File: src/design/tca_pkg.sv
// ----------------------------------------------------------------------------
// tca_pkg
// Shared constants, codes and the command bundle for the tile cache tag store.
// ----------------------------------------------------------------------------
package tca_pkg;

  // Default sizing
  localparam int unsigned ENTRIES_DEF   = 8;
  localparam int unsigned AGE_WIDTH_DEF = 16;

  // Fixed field widths
  localparam int unsigned ADDR_W  = 32;
  localparam int unsigned TILE_W  = 16;
  localparam int unsigned SIZE_W  = 16;
  localparam int unsigned FENT_W  = 3;
  localparam int unsigned OIDX_W  = 3;

  // Input beat packing
  localparam int unsigned S_DATA_W = 72;
  localparam int unsigned M_DATA_W = 24;

  // Operation codes
  localparam logic OP_LOOKUP = 1'b0;
  localparam logic OP_FILL   = 1'b1;

  // Replacement modes
  localparam logic MODE_RR  = 1'b0;
  localparam logic MODE_AGE = 1'b1;

  // Command broadcast to every cell
  typedef struct packed {
    logic              fill;   // write tag and size into the selected cell
    logic              inval;  // clear valid of the selected cell
    logic              age;    // age every valid cell that misses the tag
    logic [ADDR_W-1:0] addr;
    logic [TILE_W-1:0] tile;
    logic [SIZE_W-1:0] size;
  } cmd_t;

endpackage

File: src/design/tca_cell.sv
// ----------------------------------------------------------------------------
// tca_cell
// One tag store entry. Folds its own entry into the search record that passes
// through it and hands the record to the next cell in the next cycle.
// ----------------------------------------------------------------------------
module tca_cell
  import tca_pkg::*;
#(
  parameter int unsigned ENTRIES   = ENTRIES_DEF,
  parameter int unsigned AGE_WIDTH = AGE_WIDTH_DEF,
  parameter int unsigned IDX       = 0,
  localparam int unsigned IW       = $clog2(ENTRIES),
  localparam int unsigned CW       = 1 + 1 + IW + SIZE_W + 1 + IW + 1 + IW + AGE_WIDTH
) (
  input  logic          clk_i,
  input  logic          rst_ni,
  input  cmd_t          cmd_i,
  input  logic          sel_i,
  input  logic [CW-1:0] carry_i,
  output logic [CW-1:0] carry_o
);

  typedef struct packed {
    logic                 live;
    logic                 hit;
    logic [IW-1:0]        hit_idx;
    logic [SIZE_W-1:0]    hit_size;
    logic                 free;
    logic [IW-1:0]        free_idx;
    logic                 old;
    logic [IW-1:0]        old_idx;
    logic [AGE_WIDTH-1:0] old_age;
  } carry_t;

  logic                 valid_q, valid_d;
  logic [ADDR_W-1:0]    addr_q;
  logic [TILE_W-1:0]    tile_q;
  logic [SIZE_W-1:0]    size_q;
  logic [AGE_WIDTH-1:0] age_q, age_d;
  logic                 match;
  carry_t               cin, carry_d, carry_q;

  assign cin   = carry_t'(carry_i);
  assign match = valid_q && (addr_q == cmd_i.addr) && (tile_q == cmd_i.tile);

  // Fold this entry into the passing record; later cells win hit and free
  always_comb begin
    carry_d = cin;
    if (cin.live) begin
      if (match) begin
        carry_d.hit      = 1'b1;
        carry_d.hit_idx  = IW'(IDX);
        carry_d.hit_size = size_q;
      end else if (!valid_q) begin
        carry_d.free     = 1'b1;
        carry_d.free_idx = IW'(IDX);
      end else if (!cin.old || (age_q > cin.old_age)) begin
        carry_d.old      = 1'b1;
        carry_d.old_idx  = IW'(IDX);
        carry_d.old_age  = age_q;
      end
    end
  end

  // Apply fill, aging and invalidation
  always_comb begin
    valid_d = valid_q;
    age_d   = age_q;
    if (cmd_i.age && valid_q && !match && (age_q != {AGE_WIDTH{1'b1}})) begin
      age_d = age_q + AGE_WIDTH'(1);
    end
    if (cmd_i.inval && sel_i) begin
      valid_d = 1'b0;
    end
    if (cmd_i.fill && sel_i) begin
      valid_d = 1'b1;
      age_d   = '0;
    end
  end

  always_ff @(posedge clk_i or negedge rst_ni) begin
    if (!rst_ni) begin
      valid_q <= 1'b0;
      age_q   <= '0;
      addr_q  <= '0;
      carry_q <= '0;
    end else begin
      valid_q <= valid_d;
      age_q   <= age_d;
      carry_q <= carry_d;
      if (cmd_i.fill && sel_i) begin
        addr_q <= cmd_i.addr;
      end
    end
  end

  // Hold tile and size payload
  always_ff @(posedge clk_i) begin
    if (cmd_i.fill && sel_i) begin
      tile_q <= cmd_i.tile;
      size_q <= cmd_i.size;
    end
  end

  assign carry_o = CW'(carry_q);

endmodule

File: src/design/tile_cache_age_replacement_top.sv
// ----------------------------------------------------------------------------
// tile_cache_age_replacement_top
// Fully associative tile tag store with round-robin or age-based replacement.
// ----------------------------------------------------------------------------
// Fill and round-robin lookup: result in the output register in the cycle after
//   the beat; one beat per cycle while the output drains.
// Age-mode lookup: a search record walks the chain of cells one cell a cycle,
//   from the launch register through every cell's carry register to the output
//   register; no new beat is taken until the result is in the output register.
// Reset clears valid bits, ages, the round-robin pointer and the mode (round
//   robin); no clearing pass is needed.
module tile_cache_age_replacement_top
  import tca_pkg::*;
#(
  parameter int unsigned ENTRIES   = ENTRIES_DEF,
  parameter int unsigned AGE_WIDTH = AGE_WIDTH_DEF
) (
  input  logic                clk_i,
  input  logic                rst_ni,
  // fields: source_address[31:0], tile_number[47:32], fill_entry[50:48],
  // fill_size[66:51], zero pad
  input  logic [S_DATA_W-1:0] s_axis_tdata,
  // fields: opcode[0]
  input  logic                s_axis_tuser,
  input  logic                s_axis_tvalid,
  output logic                s_axis_tready,
  // fields: entry_index[2:0], entry_size[18:3], zero pad
  output logic [M_DATA_W-1:0] m_axis_tdata,
  // fields: hit[0]
  output logic                m_axis_tuser,
  output logic                m_axis_tvalid,
  input  logic                m_axis_tready,
  input  logic                cfg_valid_i,
  output logic                cfg_ready_o,
  input  logic                cfg_data_i
);

  localparam int unsigned IW = $clog2(ENTRIES);
  localparam int unsigned CW = 1 + 1 + IW + SIZE_W + 1 + IW + 1 + IW + AGE_WIDTH;
  localparam int unsigned XW = (IW > OIDX_W) ? IW : OIDX_W;

  typedef struct packed {
    logic                 live;
    logic                 hit;
    logic [IW-1:0]        hit_idx;
    logic [SIZE_W-1:0]    hit_size;
    logic                 free;
    logic [IW-1:0]        free_idx;
    logic                 old;
    logic [IW-1:0]        old_idx;
    logic [AGE_WIDTH-1:0] old_age;
  } carry_t;

  typedef enum logic {
    ST_IDLE,
    ST_SCAN
  } state_e;

  state_e               state_q, state_d;
  logic                 mode_q;
  logic [IW-1:0]        rr_q, rr_d;
  logic                 launch_q;
  logic [ADDR_W-1:0]    addr_q;
  logic [TILE_W-1:0]    tile_q;
  logic                 out_valid_q, out_valid_d;
  logic [OIDX_W-1:0]    out_idx_q, out_idx_d;
  logic                 out_hit_q, out_hit_d;
  logic [SIZE_W-1:0]    out_size_q, out_size_d;

  logic                 s_fire;
  logic                 in_op;
  logic [ADDR_W-1:0]    in_addr;
  logic [TILE_W-1:0]    in_tile;
  logic [FENT_W-1:0]    in_fent;
  logic [SIZE_W-1:0]    in_size;
  logic                 launch_d;

  cmd_t                 cmd;
  logic [ENTRIES-1:0]   sel;
  logic [IW-1:0]        sel_idx;
  logic                 sel_en;
  logic [CW-1:0]        chain [ENTRIES+1];
  carry_t               launch_rec, tail;
  logic [XW-1:0]        idx_ext;
  logic [IW-1:0]        pick_idx;

  // Unpack input beat
  assign in_op   = s_axis_tuser;
  assign in_addr = s_axis_tdata[31:0];
  assign in_tile = s_axis_tdata[47:32];
  assign in_fent = s_axis_tdata[50:48];
  assign in_size = s_axis_tdata[66:51];

  assign s_axis_tready = (state_q == ST_IDLE) && (!out_valid_q || m_axis_tready);
  assign s_fire        = s_axis_tvalid && s_axis_tready;
  assign cfg_ready_o   = 1'b1;

  // Launch an empty search record into the first cell
  always_comb begin
    launch_rec      = '0;
    launch_rec.live = launch_q;
  end
  assign chain[0] = CW'(launch_rec);
  assign tail     = carry_t'(chain[ENTRIES]);

  // Pick the returned entry once the record leaves the last cell
  always_comb begin
    if (tail.hit) begin
      pick_idx = tail.hit_idx;
    end else if (tail.free) begin
      pick_idx = tail.free_idx;
    end else begin
      pick_idx = tail.old_idx;
    end
  end

  // Sequence commands and results
  always_comb begin
    state_d     = state_q;
    rr_d        = rr_q;
    launch_d    = 1'b0;
    out_valid_d = out_valid_q && !m_axis_tready;
    out_idx_d   = out_idx_q;
    out_hit_d   = out_hit_q;
    out_size_d  = out_size_q;
    cmd         = '0;
    cmd.addr    = addr_q;
    cmd.tile    = tile_q;
    sel_idx     = '0;
    sel_en      = 1'b0;
    idx_ext     = '0;
    case (state_q)
      ST_IDLE: begin
        if (s_fire) begin
          if (in_op == OP_FILL) begin
            cmd.fill    = 1'b1;
            cmd.addr    = in_addr;
            cmd.tile    = in_tile;
            cmd.size    = in_size;
            sel_idx     = IW'(in_fent);
            sel_en      = (32'(in_fent) < ENTRIES);
            out_valid_d = 1'b1;
            out_idx_d   = in_fent;
            out_hit_d   = 1'b0;
            out_size_d  = '0;
          end else if (mode_q == MODE_RR) begin
            cmd.inval   = 1'b1;
            sel_idx     = rr_q;
            sel_en      = 1'b1;
            rr_d        = (rr_q == IW'(ENTRIES - 1)) ? '0 : rr_q + IW'(1);
            idx_ext     = XW'(rr_q);
            out_valid_d = 1'b1;
            out_idx_d   = idx_ext[OIDX_W-1:0];
            out_hit_d   = 1'b0;
            out_size_d  = '0;
          end else begin
            launch_d    = 1'b1;
            state_d     = ST_SCAN;
          end
        end
      end
      ST_SCAN: begin
        if (tail.live) begin
          cmd.age     = 1'b1;
          cmd.inval   = !tail.hit && !tail.free;
          sel_idx     = tail.old_idx;
          sel_en      = 1'b1;
          idx_ext     = XW'(pick_idx);
          out_valid_d = 1'b1;
          out_idx_d   = idx_ext[OIDX_W-1:0];
          out_hit_d   = tail.hit;
          out_size_d  = tail.hit ? tail.hit_size : '0;
          state_d     = ST_IDLE;
        end
      end
      default: begin
        state_d = ST_IDLE;
      end
    endcase
  end

  // Decode the target cell
  always_comb begin
    for (int i = 0; i < ENTRIES; i++) begin
      sel[i] = sel_en && (sel_idx == IW'(i));
    end
  end

  for (genvar g = 0; g < ENTRIES; g++) begin : g_cell
    tca_cell #(
      .ENTRIES   (ENTRIES),
      .AGE_WIDTH (AGE_WIDTH),
      .IDX       (g)
    ) u_cell (
      .clk_i   (clk_i),
      .rst_ni  (rst_ni),
      .cmd_i   (cmd),
      .sel_i   (sel[g]),
      .carry_i (chain[g]),
      .carry_o (chain[g+1])
    );
  end

  always_ff @(posedge clk_i or negedge rst_ni) begin
    if (!rst_ni) begin
      state_q     <= ST_IDLE;
      mode_q      <= MODE_RR;
      rr_q        <= '0;
      launch_q    <= 1'b0;
      out_valid_q <= 1'b0;
      out_idx_q   <= '0;
      out_hit_q   <= 1'b0;
      out_size_q  <= '0;
    end else begin
      state_q     <= state_d;
      rr_q        <= rr_d;
      launch_q    <= launch_d;
      out_valid_q <= out_valid_d;
      out_idx_q   <= out_idx_d;
      out_hit_q   <= out_hit_d;
      out_size_q  <= out_size_d;
      if (cfg_valid_i && cfg_ready_o) begin
        mode_q <= cfg_data_i;
      end
    end
  end

  // Hold lookup tag
  always_ff @(posedge clk_i) begin
    if (s_fire) begin
      addr_q <= in_addr;
      tile_q <= in_tile;
    end
  end

  assign m_axis_tvalid = out_valid_q;
  assign m_axis_tuser  = out_hit_q;
  assign m_axis_tdata  = {{(M_DATA_W - OIDX_W - SIZE_W){1'b0}}, out_size_q, out_idx_q};

endmodule
File: config.mk
export PLATFORM = sky130hd
export DESIGN_NAME = tile_cache_age_replacement_top
export DESIGN_NICKNAME = d
export VERILOG_FILES = /design/src/design/tca_pkg.sv /design/src/design/tca_cell.sv /design/src/design/tile_cache_age_replacement_top.sv
export SDC_FILE = /design/constraint.sdc
export NUM_CORES = 2
export LEC_CHECK = 0
export ABC_AREA = 1
export BUFFER_PORTS_ARGS = -buffer_cell sky130_fd_sc_hd__buf_2
export CORE_UTILIZATION = 60
export CTS_CLUSTER_DIAMETER = 40
export DETAILED_ROUTE_END_ITERATION = 7
export GPL_TIMING_DRIVEN = 0
export MAX_ROUTING_LAYER = met4
export PLACE_DENSITY = 0.88
export SETUP_SLACK_MARGIN = 0.1
export SLEW_MARGIN = 20
export SYNTH_ARGS = -nofsm -noshare
export SYNTH_HDL_FRONTEND = slang
export SYNTH_SLANG_ARGS = --single-unit
File: constraint.sdc
create_clock -name clk_i -period 6.7 [get_ports clk_i]
set_input_delay 1.34 -clock clk_i [delete_from_list [all_inputs] [get_ports clk_i]]
set_output_delay 1.34 -clock clk_i [all_outputs]
set_load 0.02 [all_outputs]
# After elaboration in Yosys (flattened, before gate mapping)
# Cells that the tools add are included.
dict set report word_totals {
  reg_bits 1066
  inputBits 79
}
dict set report op_classes {
  add_sub_neg 9
  reduce_logical 114
  order_cmp 7
  n_bitwise 3
  eq_ne 35
  mux 129
}
# op count
set op_table {}
lappend op_table {{2-to-1 mux 20 bit} 23}
lappend op_table {{2-to-1 mux 44 bit} 8}
lappend op_table {{2-to-1 mux 16 bit} 21}
lappend op_table {{== test 32 bit} 8}
lappend op_table {{2-to-1 mux 24 bit} 8}
lappend op_table {{2-to-1 mux 64 bit} 3}
lappend op_table {{adder 16 x 1 -> 16 bit (second input constant)} 8}
lappend op_table {{== test 16 bit} 8}
lappend op_table {{!= test 16 bit (second input constant)} 8}
lappend op_table {{> comparator 16 bit} 7}
lappend op_table {{logical AND 1 bit} 68}
lappend op_table {{2-to-1 mux 1 bit} 37}
lappend op_table {{2-to-1 mux 3 bit} 11}
lappend op_table {{2-to-1 mux 4 bit} 8}
lappend op_table {{one-hot mux 16 bit (2 select lines)} 1}
lappend op_table {{nonzero test 2 bit} 16}
lappend op_table {{logical NOT 1 bit} 19}
lappend op_table {{== test 3 bit (second input constant)} 5}
lappend op_table {{one-hot mux 3 bit (2 select lines)} 2}
lappend op_table {{one-hot mux 1 bit (2 select lines)} 5}
lappend op_table {{logical OR 1 bit} 8}
lappend op_table {{== test 3 x 2 -> 1 bit (second input constant)} 2}
lappend op_table {{2-to-1 mux 2 bit} 2}
lappend op_table {{AND reduction 4 bit} 1}
lappend op_table {{8 further kinds} 10}

# Longest topological paths before layout
dict set report depth {
  depth_word 14
  depth_mapped 21
}

# Cells and area by module
# From an unflattened synthesis, not the netlist that was laid out.
dict set report unflattened {
  hier_cells 6664
  area_unflattened_um2 53919.2
}
# mod seq_area_each_um2 area_per_inst_um2 cells_per_inst instances
set modules_own_cells {}
lappend modules_own_cells {{tca_cell at g_cell[1].u_cell ...} 3313.2 6287.3 773 2}
lappend modules_own_cells {{tca_cell at g_cell[5].u_cell ...} 3313.2 6279.8 776 2}
lappend modules_own_cells {{tca_cell at g_cell[4].u_cell} 3313.2 6301.0 775 1}
lappend modules_own_cells {{tca_cell at g_cell[7].u_cell} 3313.2 6268.5 774 1}
lappend modules_own_cells {{tca_cell at g_cell[3].u_cell} 3313.2 6252.2 774 1}
lappend modules_own_cells {{tca_cell at g_cell[0].u_cell} 3313.2 6187.2 769 1}
lappend modules_own_cells {tile_cache_age_replacement_top 2117.0 3776.1 474 1}

# Least setup slack after synthesis
# OpenSTA, ideal clock, no wires.
dict set report synth_path {
  path_kind {input -> register}
  start {input s_axis_tvalid}
  end {register g_cell[5].u_cell.age_q[2]}
  slack_ps 2233
  path_buffers 5
  cell_stages 14
  arrival_time_ps 4348
  cell_sequence {buf_4 -> inv_2 -> nor2_8 -> buf_6 -> buf_6 -> a32oi_1 -> inv_1 -> nand2_1 -> nor2_2 -> inv_2 -> buf_4 -> buf_2 -> nand3_1 -> nand2_1}
}
dict set report synth_between {
  elab_chain_len 10
  elab_cells_between_ends 21
  cone_classes {eq/ne: 3; mux: 9; reduce/logical: 9}
}
# item line_no
set synth_lines {}
lappend synth_lines {{start, declared} tile_cache_age_replacement_top.sv:25} ;# input logic s_axis_tvalid,
lappend synth_lines {{logical AND 1 bit (*)} tile_cache_age_replacement_top.sv:95} ;# assign s_fire = s_axis_tvalid && s_axis_tready;
lappend synth_lines {{2-to-1 mux 64 bit} tile_cache_age_replacement_top.sv:134} ;# if (s_fire) begin
lappend synth_lines {{2-to-1 mux 64 bit} tile_cache_age_replacement_top.sv:132} ;# case (state_q)
lappend synth_lines {{== test 32 bit} tca_cell.sv:44} ;# assign match = valid_q && (addr_q == cmd_i.addr) && (tile_q == cmd_i.tile);
lappend synth_lines {{logical AND 1 bit (2 in a row)} tca_cell.sv:44}
lappend synth_lines {{logical NOT 1 bit} tca_cell.sv:69} ;# if (cmd_i.age && valid_q && !match && (age_q != {AGE_WIDTH{1'b1}})) begin
lappend synth_lines {{logical AND 1 bit (2 in a row)} tca_cell.sv:69}
lappend synth_lines {{nonzero test 2 bit (no source line)} n/a}
lappend synth_lines {{end signal, assigned} tca_cell.sv:89} ;# age_q <= age_d;
lappend synth_lines {{end, declared} tca_cell.sv:39} ;# logic [AGE_WIDTH-1:0] age_q, age_d;
# Every way passes the cells marked *; elsewhere a longest branch is shown, timed or not.
# A chain may end at the register's enable or synchronous reset.

# Final worst setup path
dict set report layout_path {
  start {input m_axis_tready}
  end {register g_cell[0].u_cell.size_q[14] (enable)}
}
dict set report layout_between {
  elab_chain_len 8
  elab_cells_between_ends 12
  cone_classes {mux: 6; reduce/logical: 6}
}
# item line_no
set layout_lines {}
lappend layout_lines {{start, declared} tile_cache_age_replacement_top.sv:32} ;# input logic m_axis_tready,
lappend layout_lines {{logical OR 1 bit (*)} tile_cache_age_replacement_top.sv:94} ;# assign s_axis_tready = (state_q == ST_IDLE) && (!out_valid_q || m_axis_tready);
lappend layout_lines {{logical AND 1 bit (*)} tile_cache_age_replacement_top.sv:94}
lappend layout_lines {{logical AND 1 bit (*)} tile_cache_age_replacement_top.sv:95}
lappend layout_lines {{2-to-1 mux 3 bit} tile_cache_age_replacement_top.sv:134}
lappend layout_lines {{one-hot mux 3 bit (2 select lines)} tile_cache_age_replacement_top.sv:132}
lappend layout_lines {{logical NOT 3 bit} tile_cache_age_replacement_top.sv:185} ;# sel[i] = sel_en && (sel_idx == IW'(i));
lappend layout_lines {{logical AND 1 bit} tile_cache_age_replacement_top.sv:185}
lappend layout_lines {{logical AND 1 bit (*)} tca_cell.sv:99} ;# if (cmd_i.fill && sel_i) begin
lappend layout_lines {{end signal, assigned} tca_cell.sv:101} ;# size_q <= cmd_i.size;
lappend layout_lines {{end, declared} tca_cell.sv:38} ;# logic [SIZE_W-1:0] size_q;
# Marked as above.

==> flow_summary.json <==
{
  "first_iter_violations": 5792,
  "max_freq_ghz": 0.205,
  "slew_headroom_pct": 22.6,
  "setup_violations": 0,
  "yosysSeqAreaShare_pct": 53.7,
  "clock_power_share_pct": 53.8,
  "die_y_um": 295,
  "hold_buffers": 0,
  "hold_path_class": "reg2reg",
  "num-fill-cells": 6433,
  "final_core_util_pct": 69.0,
  "cts_setup_buffers": 0,
  "finalHoldViolCount": 0,
  "io_pins": 107,
  "route.detailed.drc": 0,
  "outcome": "completed",
  "grtUsageTotal_pct": 41.4,
  "grt_setup_unrepaired": "no",
  "clk_path_buf_depth": 3,
  "fin_ws_ns": 1.83,
  "grt_pass1_wl_mm": 257,
  "syn-cell-area_um2": 51600,
  "grt_pass1_vias": 42200,
  "ys_seq_elements": 1045,
  "required_ns": 7.17,
  "fin_skew_ns": 0.0410,
  "cts.sinks": 1045,
  "routed_wl_mm": 174,
  "p_int_w": 0.0114,
  "grt.overflow.total": 0,
  "vdd_ir_drop_max_mv": 0.271,
  "power_frac_seq_pct": 44.9,
  "finalCriticalPeriod_ns": 4.87,
  "drive_gt1_share_pct": 10.4,
  "fin_nets": 6288,
  "cts_tree": "yes",
  "numPortBuffers": 94,
  "cap_viol_max_count": 0,
  "combPwrFrac_pct": 1.3,
  "antenna_left": 0,
  "clk_latency_ns": 0.77,
  "setup.worst_path.end_class": "flip-flop",
  "ys_types": 66,
  "rows": 107,
  "powerDensity_nw_per_um2": 248,
  "die_x_um": 295,
  "power.switching_w": 0.00316,
  "wl_per_cell_um": 23.7,
  "syn_area_per_cell_um2": 8.84,
  "htreeDepth": 4,
  "seq_area_um2": 27700,
  "drv_slew": 0,
  "worst_pin_slew_ns": 1.16,
  "worstSetupPathType": "in2reg",
  "leakage_nw": 28.1,
  "cp_data_arrival_time_ns": 5.33,
  "place_congestion": 1.07,
  "multiInputGateArea_um2": 20300,
  "antenna_found_initial": 2,
  "vias": 44300,
  "ctsResizeCount": 0,
  "start_kind": "input port",
  "areaGrowthSynthToFinish_pct": 14.0,
  "total_power_w": 0.0146,
  "place_hpwl_mm": 125,
  "timing.final.crit_share_pct": 72.7,
  "p_sw_share_pct": 21.7,
  "drt_first_pass_iters": 8,
  "fp.dieArea_um2": 87100,
  "syn_inst": 5834,
  "cp_max_fo": 57,
  "initial_utilization_pct": 60.6,
  "place_ws_ns": 1.17,
  "grt_max_degree": 103,
  "cts-root-buf": "clkbuf_16",
  "clk_pin_slew_ns": 0.07,
  "holdWs_ns": 0.390,
  "vias_per_cell": 6.03,
  "cts_buffers": 141,
  "ys_warn_count": 0,
  "core-area_um2": 85100
}
[power by group through the flow]
stage	registers [W]	clock network (W)	logic, W
2_1_floorplan	0.00666	0	0.0000392
3_3_place_gp	0.00667	0	0.000164
3_5_place_dp	0.00666	0	0.000185
4_1_cts	0.00654	0.00786	0.000187
5_1_grt	0.00654	0.00812	0.000208
6_report	0.00654	0.00785	0.000184
[kinds of logic after synthesis]
| group | after synthesis | synth area share [%] |
|---|---|---|
| AO/OA/AOI/OAI | 589 | 6.20 |
| XOR/XNOR | 249 | 4.23 |
| multiplexers | 2 | 0.0437 |
| other | 2 | 0.0146 |
| adder cells (fa/ha/maj) | 122 | 2.96 |
| buffers and inverters | 826 | 6.98 |
| AND/OR/NAND/NOR | 2999 | 25.9 |
| flip-flops | 1045 | 53.7 |
[synthesized netlist by cell type (all sizes together)]
cell type  number  area (um^2)
mux2            2         22.5
and3            5         31.3
conb            2         7.51
xnor2          43          377
nor2b           1         6.26
nand3         324         1780
clkinv         16         61.3
a32o           16          160
a32oi           3         26.3
and2            4         25.0
o311ai          5         43.8
o211ai          6         45.0
or2            30          188
nor4            9         56.3
o21bai          3         22.5
o21ai         454         2280
a21boi          7         52.6
o221a           2         22.5
clkbuf         89          334
o2111ai         2         17.5
inv           564         2120
nor3           90          455
o21a            9         67.6
nand2b          2         12.5
nor4b           1         8.76
nand3b         54          405
a21oi          63          319
a221oi          1         8.76
a31oi           4         25.0
o31ai           1         7.51
nor3b           1         7.51
o221ai          4         35.0
edfxtp        304         9130
buf           157         1080
ha            122         1530
nand2        1874         7200
dfrtp         741        18500
a211oi          1         7.51
a21o            4         30.0
o22ai           4         25.0
nand4         274         1800
nor2          330         1380
xor2          206         1800
[final cells by class]
type	instances	share of cell area (%)
Buffer	246	2.43
Inverter	580	3.71
Tap cell	1144	2.44
Antenna cell	2	0.00852
Clock inverter	77	1.58
Multi-Input combinational cell	3967	34.6
Clock buffer	183	6.82
Timing Repair Buffer	106	1.37
Sequential cell	1045	47.1
[per-layer routing]
metal	global-route usage (%)	wire, um
met3	13.2	22800
met5	-	0
met2	60.1	76500
met1	52.7	65700
met4	20.0	8850
[cells in the final DEF, fill, tap and decap left out, types with 13 or more instances in the layout]
master / Yosys / layout
a32o_1: 16 / 16
buf_4: 55 / 55
clkbuf_8: 0 / 13
nand4_1: 266 / 266
or2_2: 25 / 25
nor3_1: 89 / 89
clkinv_2: 1 / 18
clkbuf_1: 89 / 106
clkbuf_16: 0 / 150
bufinv_16: 0 / 14
ha_1: 122 / 122
inv_6: 0 / 21
nand2_2: 40 / 40
xnor2_1: 43 / 43
nor2_2: 19 / 18
o21ai_1: 55 / 55
clkinv_1: 15 / 18
dfrtp_1: 741 / 741
nor2_1: 303 / 303
buf_6: 26 / 26
o21ai_0: 398 / 398
nand3b_1: 54 / 54
nand3_1: 309 / 309
buf_2: 74 / 167
nand2_1: 1825 / 1825
xor2_1: 206 / 206
inv_1: 555 / 552
a21oi_1: 62 / 62
edfxtp_1: 304 / 304
[path summary, 6_finish.rpt]
path | slack, ns | cells past startpoint | start | end
max | 1.83 | 16 | m_axis_tready | g_cell[0].u_cell.size_q[14]
min | 0.39 | 0 | g_cell[0].u_cell.carry_o[44] | g_cell[1].u_cell.carry_o[44]
max reg2reg | 1.88 | 14 | state_q | g_cell[0].u_cell.size_q[14]
min reg2reg | 0.39 | 0 | g_cell[0].u_cell.carry_o[44] | g_cell[1].u_cell.carry_o[44]
max in group asynchronous | 4.79 | 3 | rst_ni | g_cell[1].u_cell.age_q[5]
min in group asynchronous | 0.49 | 1 | rst_ni | g_cell[7].u_cell.age_q[4]
[through the flow]
stage	std cells	cell area, um^2	TNS (ns)
6_report	7350	58800	0
5_1_grt	7349	58800	0
4_1_cts	7348	58800	0
3_5_place_dp	7088	53800	0
3_3_place_gp	7076	53500	-8230.26
2_1_floorplan	5838	51600	0
[flip-flops by register name, summed over array words and instances (netlist names)]
name	cells
addr_q	32
g_cell.u_cell.addr_q	256
g_cell.u_cell.age_q	128
g_cell.u_cell.carry_o	322
g_cell.u_cell.size_q	128
g_cell.u_cell.tile_q	128
g_cell.u_cell.valid_q	8
launch_q	1
m_axis_tuser	1
m_axis_tvalid	1
mode_q	1
out_idx_q	3
out_size_q	16
rr_q	3
state_q	1
tile_q	16
[critical path, cell delays in order]
cell and delay (ns):
buf_2 0.08, inv_2 0.04, nand2_2 0.11, nand2_4 0.08, nor2_8 0.18, buf_6 0.19, buf_6 0.48, nand2_1 0.12
nand2_1 0.22, clkinv_1 0.39, nor2_1 0.27, nand3_1 0.39, buf_2 0.39, buf_2 0.25, inv_2 0.44, buf_16 0.24
No activity file was read; power rests on OpenSTA's default activity.
